===== config.mk =====
export PLATFORM = sky130hd
export DESIGN_NAME = ordered_list_queue_engine
export DESIGN_NICKNAME = d
export VERILOG_FILES = /design/src/rtl/olqe_pkg.sv /design/src/rtl/ordered_list_queue_engine.sv
export SDC_FILE = /design/constraint.sdc
export NUM_CORES = 1
export LEC_CHECK = 0
export BUFFER_PORTS_ARGS = -buffer_cell sky130_fd_sc_hd__buf_2
export CAP_MARGIN = 20
export CORE_MARGIN = 2
export CORE_UTILIZATION = 60
export CTS_CLUSTER_DIAMETER = 80
export CTS_CLUSTER_SIZE = 40
export DETAILED_ROUTE_END_ITERATION = 8
export HOLD_SLACK_MARGIN = 0.12
export PLACE_DENSITY = 0.78
export SETUP_SLACK_MARGIN = 0.4
export SYNTH_ARGS = -nofsm -noshare
export SYNTH_HDL_FRONTEND = slang
export SYNTH_SLANG_ARGS = --single-unit

===== constraint.sdc =====
create_clock -name aclk -period 6.6 [get_ports aclk]
set_input_delay 0 -clock aclk [delete_from_list [all_inputs] [get_ports aclk]]
set_output_delay 0 -clock aclk [all_outputs]
set_load 0.005 [all_outputs]

===== src/rtl/olqe_pkg.sv =====
// Package for the ordered list queue engine: operation and status codes,
// state machine encoding. No dependencies.
package olqe_pkg;

    localparam int OP_W = 3;
    localparam int STATUS_W = 2;
    localparam int DATA_W = 32;
    localparam int COUNT_W = 5;

    typedef enum logic [OP_W-1:0] {
        OP_ENQUEUE   = 3'd0,
        OP_DEQUEUE   = 3'd1,
        OP_SEARCH    = 3'd2,
        OP_INS_AFTER = 3'd3,
        OP_INS_BEFORE = 3'd4
    } op_t;

    typedef enum logic [STATUS_W-1:0] {
        ST_OK       = 2'd0,
        ST_EMPTY    = 2'd1,
        ST_FULL     = 2'd2,
        ST_NOTFOUND = 2'd3
    } status_t;

    typedef enum logic [2:0] {
        S_IDLE,
        S_WALK_RD,
        S_WALK_CHK,
        S_EMIT,
        S_DONE
    } state_t;

endpackage


===== src/rtl/ordered_list_queue_engine.sv =====
// Ordered list queue engine: circular linked list in a value and a link memory.
// The final result is set in S_DONE for all but a dequeue of a non-empty list,
// whose result is set in S_WALK_CHK after the head read; search and keyed insert
// first walk the list through S_WALK_RD and S_WALK_CHK, one list entry at a time
// through the single read port. One item at a time: the next input is taken only in S_IDLE.
// Reset: aresetn synchronous active low clears head, tail, count, control and marks all slots free.
module ordered_list_queue_engine #(
    parameter int DEPTH = 16
) (
    input  logic        aclk,
    input  logic        aresetn,
    input  logic        s_tvalid,
    output logic        s_tready,
    // tdata: op [2:0], value [34:3], key [66:35], zero fill to 72 bits
    input  logic [71:0] s_tdata,
    output logic        m_tvalid,
    input  logic        m_tready,
    // tdata: status [1:0], data [33:2], position [38:34], entries [43:39],
    // zero fill to 48 bits
    output logic [47:0] m_tdata,
    output logic        m_tlast
);
    localparam int AW = (DEPTH > 1) ? $clog2(DEPTH) : 1;
    localparam int CW = $clog2(DEPTH + 1);

    // memories
    logic [olqe_pkg::DATA_W-1:0] value_mem [DEPTH];
    logic [AW-1:0]               link_mem  [DEPTH];
    logic [olqe_pkg::DATA_W-1:0] val_rd;
    logic [AW-1:0]               link_rd;

    olqe_pkg::state_t state_reg, state_next;
    logic [AW-1:0] head_reg, head_next, tail_reg, tail_next;
    logic [CW-1:0] count_reg, count_next;
    logic [DEPTH-1:0] free_reg, free_next;
    logic [olqe_pkg::OP_W-1:0] op_reg, op_next;
    logic [olqe_pkg::DATA_W-1:0] value_reg, value_next, key_reg, key_next;
    logic [AW-1:0] cur_reg, cur_next, prev_reg, prev_next;
    logic [CW-1:0] idx_reg, idx_next;
    logic          hit_any_reg, hit_any_next;
    // latest search hit, held back until the next hit or the end of the walk
    logic [4:0]    hit_pos_reg, hit_pos_next;
    // result pending output
    logic          out_valid_reg, out_valid_next;
    logic [1:0]    o_status_reg, o_status_next;
    logic [olqe_pkg::DATA_W-1:0] o_data_reg, o_data_next;
    logic [4:0]    o_pos_reg, o_pos_next;
    logic          o_last_reg, o_last_next;

    // memory port controls
    logic          rd_en;
    logic [AW-1:0] rd_addr;
    logic          vw_en, lw_en, lw2_en;
    logic [AW-1:0] vw_addr, lw_addr, lw2_addr;
    logic [olqe_pkg::DATA_W-1:0] vw_data;
    logic [AW-1:0] lw_data, lw2_data;

    // lowest free slot
    logic [AW-1:0] free_slot;
    always_comb begin
        free_slot = '0;
        for (int i = DEPTH - 1; i >= 0; i--) begin
            if (free_reg[i]) begin
                free_slot = AW'(i);
            end
        end
    end

    always_ff @(posedge aclk) begin
        if (vw_en) begin
            value_mem[vw_addr] <= vw_data;
        end
        if (lw_en) begin
            link_mem[lw_addr] <= lw_data;
        end
        if (lw2_en) begin
            link_mem[lw2_addr] <= lw2_data;
        end
        if (rd_en) begin
            val_rd  <= value_mem[rd_addr];
            link_rd <= link_mem[rd_addr];
        end
    end

    wire [olqe_pkg::OP_W-1:0] in_op = s_tdata[2:0];
    wire out_busy = m_tvalid && !m_tready;
    wire is_full = (count_reg == CW'(DEPTH));

    assign s_tready = (state_reg == olqe_pkg::S_IDLE) && !out_busy;

    always_comb begin
        state_next = state_reg;
        head_next = head_reg; tail_next = tail_reg; count_next = count_reg;
        free_next = free_reg; op_next = op_reg; value_next = value_reg;
        key_next = key_reg; cur_next = cur_reg; prev_next = prev_reg;
        idx_next = idx_reg; hit_any_next = hit_any_reg;
        hit_pos_next = hit_pos_reg;
        out_valid_next = out_valid_reg && !m_tready;
        o_status_next = o_status_reg; o_data_next = o_data_reg;
        o_pos_next = o_pos_reg; o_last_next = o_last_reg;
        rd_en = 1'b0; rd_addr = cur_reg;
        vw_en = 1'b0; vw_addr = free_slot; vw_data = value_reg;
        lw_en = 1'b0; lw_addr = free_slot; lw_data = '0;
        lw2_en = 1'b0; lw2_addr = tail_reg; lw2_data = '0;

        unique case (state_reg)
            olqe_pkg::S_IDLE: begin
                if (s_tvalid && s_tready) begin
                    op_next = in_op;
                    value_next = s_tdata[34:3];
                    key_next = s_tdata[66:35];
                    cur_next = head_reg;
                    prev_next = head_reg;
                    idx_next = '0;
                    hit_any_next = 1'b0;
                    state_next = olqe_pkg::S_DONE;
                    if (in_op == olqe_pkg::OP_DEQUEUE && count_reg != '0) begin
                        rd_en = 1'b1;
                        rd_addr = head_reg;
                        state_next = olqe_pkg::S_WALK_CHK;
                    end else if ((in_op == olqe_pkg::OP_SEARCH
                                  || in_op == olqe_pkg::OP_INS_AFTER
                                  || in_op == olqe_pkg::OP_INS_BEFORE)
                                 && count_reg != '0 && !(is_full
                                 && in_op != olqe_pkg::OP_SEARCH)) begin
                        state_next = olqe_pkg::S_WALK_RD;
                    end
                end
            end
            olqe_pkg::S_WALK_RD: begin
                rd_en = 1'b1;
                rd_addr = cur_reg;
                state_next = olqe_pkg::S_WALK_CHK;
            end
            olqe_pkg::S_WALK_CHK: begin
                if (op_reg == olqe_pkg::OP_DEQUEUE) begin
                    count_next = count_reg - 1'b1;
                    free_next[head_reg] = 1'b1;
                    if (count_reg == CW'(1)) begin
                        head_next = '0; tail_next = '0;
                    end else begin
                        head_next = link_rd;
                        lw2_en = 1'b1; lw2_addr = tail_reg; lw2_data = link_rd;
                    end
                    out_valid_next = 1'b1;
                    o_status_next = olqe_pkg::ST_OK;
                    o_data_next = val_rd;
                    o_pos_next = '0;
                    o_last_next = 1'b1;
                    state_next = olqe_pkg::S_EMIT;
                end else if (op_reg == olqe_pkg::OP_SEARCH) begin
                    if (!out_busy) begin
                        if (val_rd == key_reg) begin
                            // release the held hit; it is not the last one
                            if (hit_any_reg) begin
                                out_valid_next = 1'b1;
                                o_status_next = olqe_pkg::ST_OK;
                                o_data_next = key_reg;
                                o_pos_next = hit_pos_reg;
                                o_last_next = 1'b0;
                            end
                            hit_any_next = 1'b1;
                            hit_pos_next = 5'(idx_reg + 1'b1);
                        end
                        idx_next = idx_reg + 1'b1;
                        cur_next = link_rd;
                        state_next = (idx_reg + 1'b1 == count_reg)
                            ? olqe_pkg::S_DONE : olqe_pkg::S_WALK_RD;
                    end
                end else begin
                    if (val_rd == key_reg) begin
                        hit_any_next = 1'b1;
                        vw_en = 1'b1;
                        free_next[free_slot] = 1'b0;
                        count_next = count_reg + 1'b1;
                        lw_en = 1'b1; lw_addr = free_slot;
                        if (op_reg == olqe_pkg::OP_INS_AFTER) begin
                            lw_data = link_rd;
                            lw2_en = 1'b1; lw2_addr = cur_reg; lw2_data = free_slot;
                            if (cur_reg == tail_reg) begin
                                tail_next = free_slot;
                            end
                        end else begin
                            lw_data = cur_reg;
                            lw2_en = 1'b1; lw2_data = free_slot;
                            if (idx_reg == '0) begin
                                head_next = free_slot;
                                lw2_addr = tail_reg;
                            end else begin
                                lw2_addr = prev_reg;
                            end
                        end
                        state_next = olqe_pkg::S_DONE;
                    end else begin
                        idx_next = idx_reg + 1'b1;
                        prev_next = cur_reg;
                        cur_next = link_rd;
                        state_next = (idx_reg + 1'b1 == count_reg)
                            ? olqe_pkg::S_DONE : olqe_pkg::S_WALK_RD;
                    end
                end
            end
            olqe_pkg::S_EMIT: begin
                if (!out_busy) begin
                    state_next = olqe_pkg::S_IDLE;
                end
            end
            olqe_pkg::S_DONE: begin
                // final result for everything but a dequeue of a non-empty list
                if (!out_busy) begin
                    out_valid_next = 1'b1;
                    o_data_next = '0;
                    o_pos_next = '0;
                    o_last_next = 1'b1;
                    o_status_next = olqe_pkg::ST_OK;
                    state_next = olqe_pkg::S_IDLE;
                    priority case (1'b1)
                        (op_reg == olqe_pkg::OP_ENQUEUE
                         || (op_reg == olqe_pkg::OP_INS_AFTER && count_reg == '0)): begin
                            if (is_full) begin
                                o_status_next = olqe_pkg::ST_FULL;
                            end else begin
                                vw_en = 1'b1;
                                free_next[free_slot] = 1'b0;
                                lw_en = 1'b1;
                                count_next = count_reg + 1'b1;
                                tail_next = free_slot;
                                if (count_reg == '0) begin
                                    head_next = free_slot;
                                    lw_data = free_slot;
                                end else begin
                                    lw_data = head_reg;
                                    lw2_en = 1'b1; lw2_addr = tail_reg;
                                    lw2_data = free_slot;
                                end
                            end
                        end
                        (op_reg == olqe_pkg::OP_DEQUEUE
                         || op_reg == olqe_pkg::OP_SEARCH
                         || op_reg == olqe_pkg::OP_INS_AFTER
                         || op_reg == olqe_pkg::OP_INS_BEFORE): begin
                            if (hit_any_reg) begin
                                // last search hit goes out here with the last flag
                                if (op_reg == olqe_pkg::OP_SEARCH) begin
                                    o_data_next = key_reg;
                                    o_pos_next = hit_pos_reg;
                                end
                            end else if (count_reg == '0) begin
                                o_status_next = olqe_pkg::ST_EMPTY;
                            end else if (is_full && op_reg != olqe_pkg::OP_SEARCH) begin
                                o_status_next = olqe_pkg::ST_FULL;
                            end else begin
                                o_status_next = olqe_pkg::ST_NOTFOUND;
                            end
                        end
                        default: begin
                            // undefined op: drop without a result
                            out_valid_next = 1'b0;
                        end
                    endcase
                end
            end
            default: state_next = olqe_pkg::S_IDLE;
        endcase
    end

    always_ff @(posedge aclk) begin
        if (!aresetn) begin
            state_reg <= olqe_pkg::S_IDLE;
            head_reg <= '0; tail_reg <= '0; count_reg <= '0;
            free_reg <= '1;
            out_valid_reg <= 1'b0;
            hit_any_reg <= 1'b0;
        end else begin
            state_reg <= state_next;
            head_reg <= head_next; tail_reg <= tail_next; count_reg <= count_next;
            free_reg <= free_next;
            out_valid_reg <= out_valid_next;
            hit_any_reg <= hit_any_next;
        end
    end

    always_ff @(posedge aclk) begin
        op_reg <= op_next; value_reg <= value_next; key_reg <= key_next;
        cur_reg <= cur_next; prev_reg <= prev_next; idx_reg <= idx_next;
        hit_pos_reg <= hit_pos_next;
        o_status_reg <= o_status_next; o_data_reg <= o_data_next;
        o_pos_reg <= o_pos_next; o_last_reg <= o_last_next;
    end

    assign m_tvalid = out_valid_reg;
    assign m_tlast  = o_last_reg;
    assign m_tdata  = {4'd0, 5'(count_reg), o_pos_reg, o_data_reg, o_status_reg};

endmodule

==> results.md, run 1 <==
* XOR/XNOR share of the synthesized area at 1.27%
* Critical path arrival at 4.98 ns
* Most frequent cells in the layout: edfxtp_1 (737), dlygate4sd3_1 (137), nand2_1 (136)
* IR drop worst, VDD at 0.000333 V
* CP Class: reg2reg
* Adder-cell share of the synthesized area at 0.198%
* RSZ-0062 raised after global routing: false
* Net Sw Frac at 24.0%
* Chip height at 233 µm
* Sequential share of the synthesized area at 72.2%
* Hold Path Class: in2reg
* Core area at 52300 µm²
* WL/cell at 27.3 µm
* Largest register by flop count: value_mem
* Final Cycle Share at 69.8%
* Slew margin rel. at 23.6%
* Drt total wl at 74400 µm
* Setup Skew at 0.0448 ns
* Initial Utilization at 60.4%
* Inserted Clock Buffers at 31
* P_int at 6800 µW
* Largest regs: value_mem x512, link_mem x64
* Number of enable-type register cells in the synthesized netlist at 737
* Layout cell share with drive strength beyond 1 at 17.3%
* Filler cells at 3261
* Row count at 84
* First-pass GRT wire length at 109000 µm
* Psw at 2140 µW
* CTS tree: built
* Critical path required time at 6.98 ns
* Final Max Tran Viols at 0
* # hold bufs at CTS at 137
* GRT overflow at 0
* GPL Wtd Cong at 0.869
* Minimum clock period at 4.61 ns
* Final hold viol count at 0
* Final TNS setup at 0 ns
* Worst-Skew Late Latency at 0.65 ns
* Critical path peak fanout at 79
* DR DRC count at 0
* Leakage Power at 0.0119 µW
* DRT iter0 DRCs at 2250
* Post-synthesis mux area share at 13.4%
* PnR Total Power at 8940 µW
* Clock transition at path regs at 0.12 ns
* Post-route ant nets at 0
* Comb pwr share at 8.2%
* Power share of the clock group at 29.1%
* Largest family of logic cells by synthesized area: multiplexers
* Slew @ Worst Pin at 1.15 ns
* # port buffers at 117
* Clock Sinks at 771
* Ports at 127
* Syn Area/Cell at 17.7 µm²
* # diodes at 0
* Root Driver: clkbuf_16
* Seq cells post-synth at 771
* Via Count at 17900
* Post-Synth Simple-Gate Area at 5.15%
* Die area at 54500 µm²
* Mapped Area at 31600 µm²
* Chip Width at 233 µm
* Fmax at 217 MHz
* Total track usage at 27.4%
* Commonest non-fill, non-tap cell in the layout: edfxtp_1
* Max reg flops at 512
* Async set or reset register ratio after synthesis at 0%
* Vias in the first global route at 17400
* Commonest register cell after synthesis: edfxtp_1
* Post-CTS Setup Inserts at 0
* Distinct cells, synth at 74
* Avg Vias per Cell at 6.56
* CTS Buffer Depth at 3
* Max Cap Viol at 0
* Cells after Synth at 1788
* Drt pass-1 iters at 6
* HPWL Detailed at 41300 µm
* CP Capture Type: flip-flop
* Flop pwr share at 62.7%
* H-Tree Depth at 1
* Status: finished clean
* Layout Nets at 2097
* Crit path launch type: flip-flop
* # setup viols final at 0
* YS warnings at 0
* Area added between synthesis and finish at 12.7%
* Number of gates resized after CTS at 0
* Cell Pwr Density at 251 nW/µm²
* Initial antenna violation count at 2
* Compound-Gate Fraction of Synth Area at 5.77%
* Largest net degree at the start of global routing at 123
[routing by layer]
layer  wire [µm]  up-vias  share of wire [%]  GRT usage (%)
li1            -     7615                  -              -
met1       28200     9075                 38           37.7
met2       37100     1038                 50           46.6
met3        7180      133                9.7           3.89
met4        1970        0                2.6           7.14
met5           0        -                  0              0
[power by group through the flow]
stage	combinational (µW)	clock (µW)	sequential, µW
finish	736	2600	5600
global placement	646	0	5700
detailed placement	660	0	5710
CTS	727	2630	5600
floorplan	466	0	5670
global route	789	2770	5620
[metrics by stage]
stage               setup WS, ns  util [%]  instance area, µm²  hold WS, ns  std cells
global placement            2.08      63.1               33000        0.177       2533
detailed placement          2.01      63.1               33000        0.178       2533
global route                1.77      68.0               35600        0.176       2721
finish                      1.99      68.0               35600        0.172       2721
CTS                         1.98      68.0               35600        0.136       2720
floorplan                   1.71         -               31600       0.0989       1791
[logic make-up after synthesis]
logic type,Yosys count
DFF,771
and+or+nand+nor,338
AOI/OAI and AO/OA,277
muxes,222
buffers and inverters,128
xor gates and xnor gates,46
adders and majority gates,5
other,1
[final timing paths]
kind / from / endpoint / slack, ns / depth (start not counted)
worst max-delay path: count_reg[0] / val_rd[7] / 1.99 / 10
worst min-delay path: s_tdata[2] / op_reg[2] / 0.17 / 2
worst max register to register: count_reg[0] / val_rd[7] / 1.99 / 10
worst min register to register: tail_reg[2] / tail_reg[2] / 0.53 / 2
[worst max-delay path, cell delays in order (launching register included)]
cell and delay [ns]:
dfxtp_1 0.49, inv_1 0.11, ha_1 0.27, or4b_4 0.30, nand3_2 0.12, nor2_2 0.70
mux2i_4 0.73, buf_12 0.54, mux4_1 0.66, a22oi_1 0.17, nand2_1 0.16
[synth_stat cells (4+ instances only)]
cell | instances | area share, %
edfxtp_1 | 737 | 70
nand2_1 | 136 | 1.6
mux4_2 | 92 | 6.6
a21oi_1 | 87 | 1.4
mux2i_1 | 77 | 2.4
a22oi_1 | 76 | 1.8
nor2_1 | 60 | 0.71
clkbuf_1 | 54 | 0.64
mux4_1 | 52 | 4.3
xnor2_1 | 40 | 1.1
dfxtp_1 | 34 | 2.2
nand3_1 | 33 | 0.52
o21ai_0 | 22 | 0.35
inv_1 | 21 | 0.25
buf_2 | 20 | 0.32
nor3_1 | 20 | 0.32
o21ai_1 | 17 | 0.27
buf_4 | 14 | 0.33
a31oi_1 | 13 | 0.26
nand4_1 | 13 | 0.26
buf_6 | 11 | 0.39
nor2b_1 | 11 | 0.22
nor4_1 | 9 | 0.18
a41oi_1 | 8 | 0.22
and2_1 | 8 | 0.16
a211oi_1 | 7 | 0.17
buf_1 | 7 | 0.083
nand2b_1 | 7 | 0.14
or2_1 | 6 | 0.12
xor2_1 | 6 | 0.17
ha_1 | 5 | 0.20
o22ai_1 | 5 | 0.099
a21boi_2 | 4 | 0.14
a32oi_1 | 4 | 0.11
and3_1 | 4 | 0.079
nor3b_1 | 4 | 0.095
o21a_1 | 4 | 0.095
o22a_1 | 4 | 0.11
or3_1 | 4 | 0.079
[area by class of cell]
type / count / area [µm²] / area share (%)
flip-flops and latches: 771 / 22800 / 64.1
multi-input cells: 892 / 8350 / 23.5
repair buffers: 299 / 2320 / 6.51
well taps: 688 / 861 / 2.42
clock buffers: 31 / 776 / 2.18
clock inverters: 19 / 400 / 1.12
inverters: 21 / 80.1 / 0.225
Note: power is estimated with default switching activity, not from simulation.
==> inputs of run 2 (changes only) <==
- CORE_UTILIZATION: 60 -> 56
- PLACE_DENSITY: 0.78 -> 0.76
- clock period: 6.6 -> 3.93 ns (I/O delays scaled with it)
==> run 2 against run 1 <==
Net effect:
- die area grew 7.0%
- wire length is 2.9% higher
- core utilization decreased by 2.9 points
- clock skew grew 0.018 ns
- critical endpoint is now link_mem[12][3]
- worst setup slack got worse by 1.6 ns
- critical path depth decreased by 3
==> results.md, run 2 (synthesized netlist as in run 1, its figures left out) <==
* Critical path arrival at 3.81 ns (-1.17 ns)
* GPL Wtd Cong at 0.922 (+6.0%)
* Commonest non-fill, non-tap cell in the layout: edfxtp_1
* Slew margin rel. at 35.1% (+11 points)
* H-Tree Depth at 2 (+1)
* Filler cells at 3675 (+13%)
* Status: finished clean
* Critical path required time at 4.23 ns (-2.75 ns)
* Layout cell share with drive strength beyond 1 at 20.3% (+3.1 points)
* Inserted Clock Buffers at 35 (+13%)
* CTS Buffer Depth at 3 (unchanged)
* Layout Nets at 2143 (+2.2%)
* Area added between synthesis and finish at 15.6%
* GRT overflow at 0 (unchanged)
* # port buffers at 117 (unchanged)
* Root Driver: clkbuf_16
* Finished Cell Area at 36500 µm² (+2.6%)
* Post-route ant nets at 0 (unchanged)
* Flop pwr share at 60.9% (-1.8 points)
* # setup viols final at 0 (unchanged)
* Total track usage at 26.0% (-1.4 points)
* Avg Vias per Cell at 6.37 (-2.9%)
* DRT iter0 DRCs at 2351 (+4.5%)
* Slew @ Worst Pin at 0.974 ns (-0.172 ns)
* CP Class: reg2reg
* # diodes at 0 (unchanged)
* Die area at 58300 µm² (+7.0%)
* Final Cycle Share at 89.3% (+20 points)
* Comb pwr share at 8.3% (about the same)
* Psw at 3630 µW (+70%)
* IR drop worst, VDD at 0.000302 V (-9.3%)
* Row count at 87 (+3.6%)
* RSZ-0062 raised after global routing: true
* Via Count at 18100 (+1.4%)
* Fmax at 285 MHz (+31%)
* Drt total wl at 76600 µm (+2.9%)
* Max reg flops at 512 (unchanged)
* Power share of the clock group at 30.8% (+1.7 points)
* Ports at 127 (unchanged)
* Chip Width at 242 µm (+3.4%)
* Cell Pwr Density at 423 nW/µm² (+69%)
* Core area at 56100 µm² (+7.1%)
* Initial antenna violation count at 0 (-2)
* WL/cell at 26.9 µm (-1.5%)
* Net Sw Frac at 23.5% (-0.47 points)
* First-pass GRT wire length at 114000 µm (+4.3%)
* CP Capture Type: flip-flop
* Leakage Power at 0.0123 µW (+3.5%)
* Vias in the first global route at 18000 (+3.2%)
* Largest register by flop count: value_mem
* Final hold viol count at 0 (unchanged)
* Dpl cell area at 33800 µm² (+2.3%)
* Drt pass-1 iters at 5 (-1)
* Clock Sinks at 771 (unchanged)
* Worst-Skew Late Latency at 0.62 ns (-0.03 ns)
* Hold Path Class: in2reg
* Final Max Tran Viols at 0 (unchanged)
* Initial Utilization at 56.4% (-4.0 points)
* Clock transition at path regs at 0.13 ns (about the same)
* P_int at 11800 µW (+74%)
* Crit path launch type: flip-flop
* DR DRC count at 0 (unchanged)
* Max Cap Viol at 0 (unchanged)
* Setup Skew at 0.0630 ns (+0.0182 ns)
* Largest regs: value_mem x512, link_mem x64
* HPWL Detailed at 44200 µm (+7.1%)
* Final TNS setup at 0 ns (unchanged)
* Largest net degree at the start of global routing at 41 (-67%)
* Minimum clock period at 3.51 ns (-1.09 ns)
* Chip height at 242 µm (+3.4%)
* Critical path peak fanout at 9 (-89%)
* CTS tree: built
* Most frequent cells in the layout: edfxtp_1 (737), nand2_1 (135), dlygate4sd3_1 (127)
[run 2: cell count changes in the layout (fill, tap and decap cells not counted), sizes merged]
cell         before  now
buf             161  211
dlygate4sd3     137  127
clkbuf           32   36
inv              26   30
bufinv            0    3
mux2              1    3
clkinv           14   13
clkinvlp          0    1
[run 2: layout make-up]
| cell class | instances | area, µm² | area share (%) |
|---|---|---|---|
| Clock buffer | 35 | 876 | 2.40 |
| Multi-Input combinational cell | 894 | 8470 | 23.2 |
| Inverter | 21 | 80.1 | 0.219 |
| Clock inverter | 26 | 412 | 1.13 |
| Sequential cell | 771 | 22800 | 62.5 |
| Tap cell | 756 | 946 | 2.59 |
| Timing Repair Buffer | 339 | 2920 | 8.00 |
[run 2: final timing paths]
kind               startpoint         endpoint  slack [ns]  cells past startpoint
setup / recovery   val_rd[23]  link_mem[12][3]        0.42                      7
hold / removal    s_tdata[31]    value_reg[28]        0.13                      2
setup reg to reg   val_rd[23]  link_mem[12][3]        0.42                      7
hold reg to reg   tail_reg[2]      tail_reg[2]        0.53                      2
[run 2: worst max-delay path, stage by stage, from the launching register on]
cell and delay (ns):
edfxtp_1 0.55, xnor2_1 0.21, nand4_1 0.38, nor3_4 0.48
nand3_1 0.36, o2bb2ai_1 0.53, a21boi_2 0.43, or2_2 0.24
[run 2: power by group through the flow]
stage	registers, µW	clock network, µW	logic (µW)
floorplan	9520	0	786
global placement	9570	0	1120
detailed placement	9590	0	1150
CTS	9410	4800	1250
global route	9440	5060	1380
finish	9410	4750	1290
[run 2: per-layer routing]
metal | part of all wire, % | global-route usage [%] | up-vias
li1 | - | - | 7741
met1 | 39 | 37.2 | 9174
met2 | 49 | 42.8 | 1083
met3 | 10 | 4.56 | 117
met4 | 1.9 | 5.43 | 0
met5 | 0 | 0 | -
[run 2: timing repair]
item,4_1_cts,5_1_grt
resized for setup,2,12
pin swaps,0,0
endpoints found under the setup margin,10,253
hold buffers,127,0
hold endpoints to repair,106,0
setup buffers,0,10
gates cloned,1,2
[run 2: per-stage QoR]
stage                     hold slack, ns  total power [µW]  setup WS (ns)  utilization [%]  std cells
after floorplan                   0.0989             10300         0.0606                -       1791
after global placement             0.177             10700          0.417             60.3       2641
after detailed placement           0.178             10700          0.376             60.3       2641
after CTS                          0.123             15500          0.406             64.9       2830
after global routing               0.131             15900          0.334             65.1       2842
final                              0.133             15500          0.419             65.1       2842
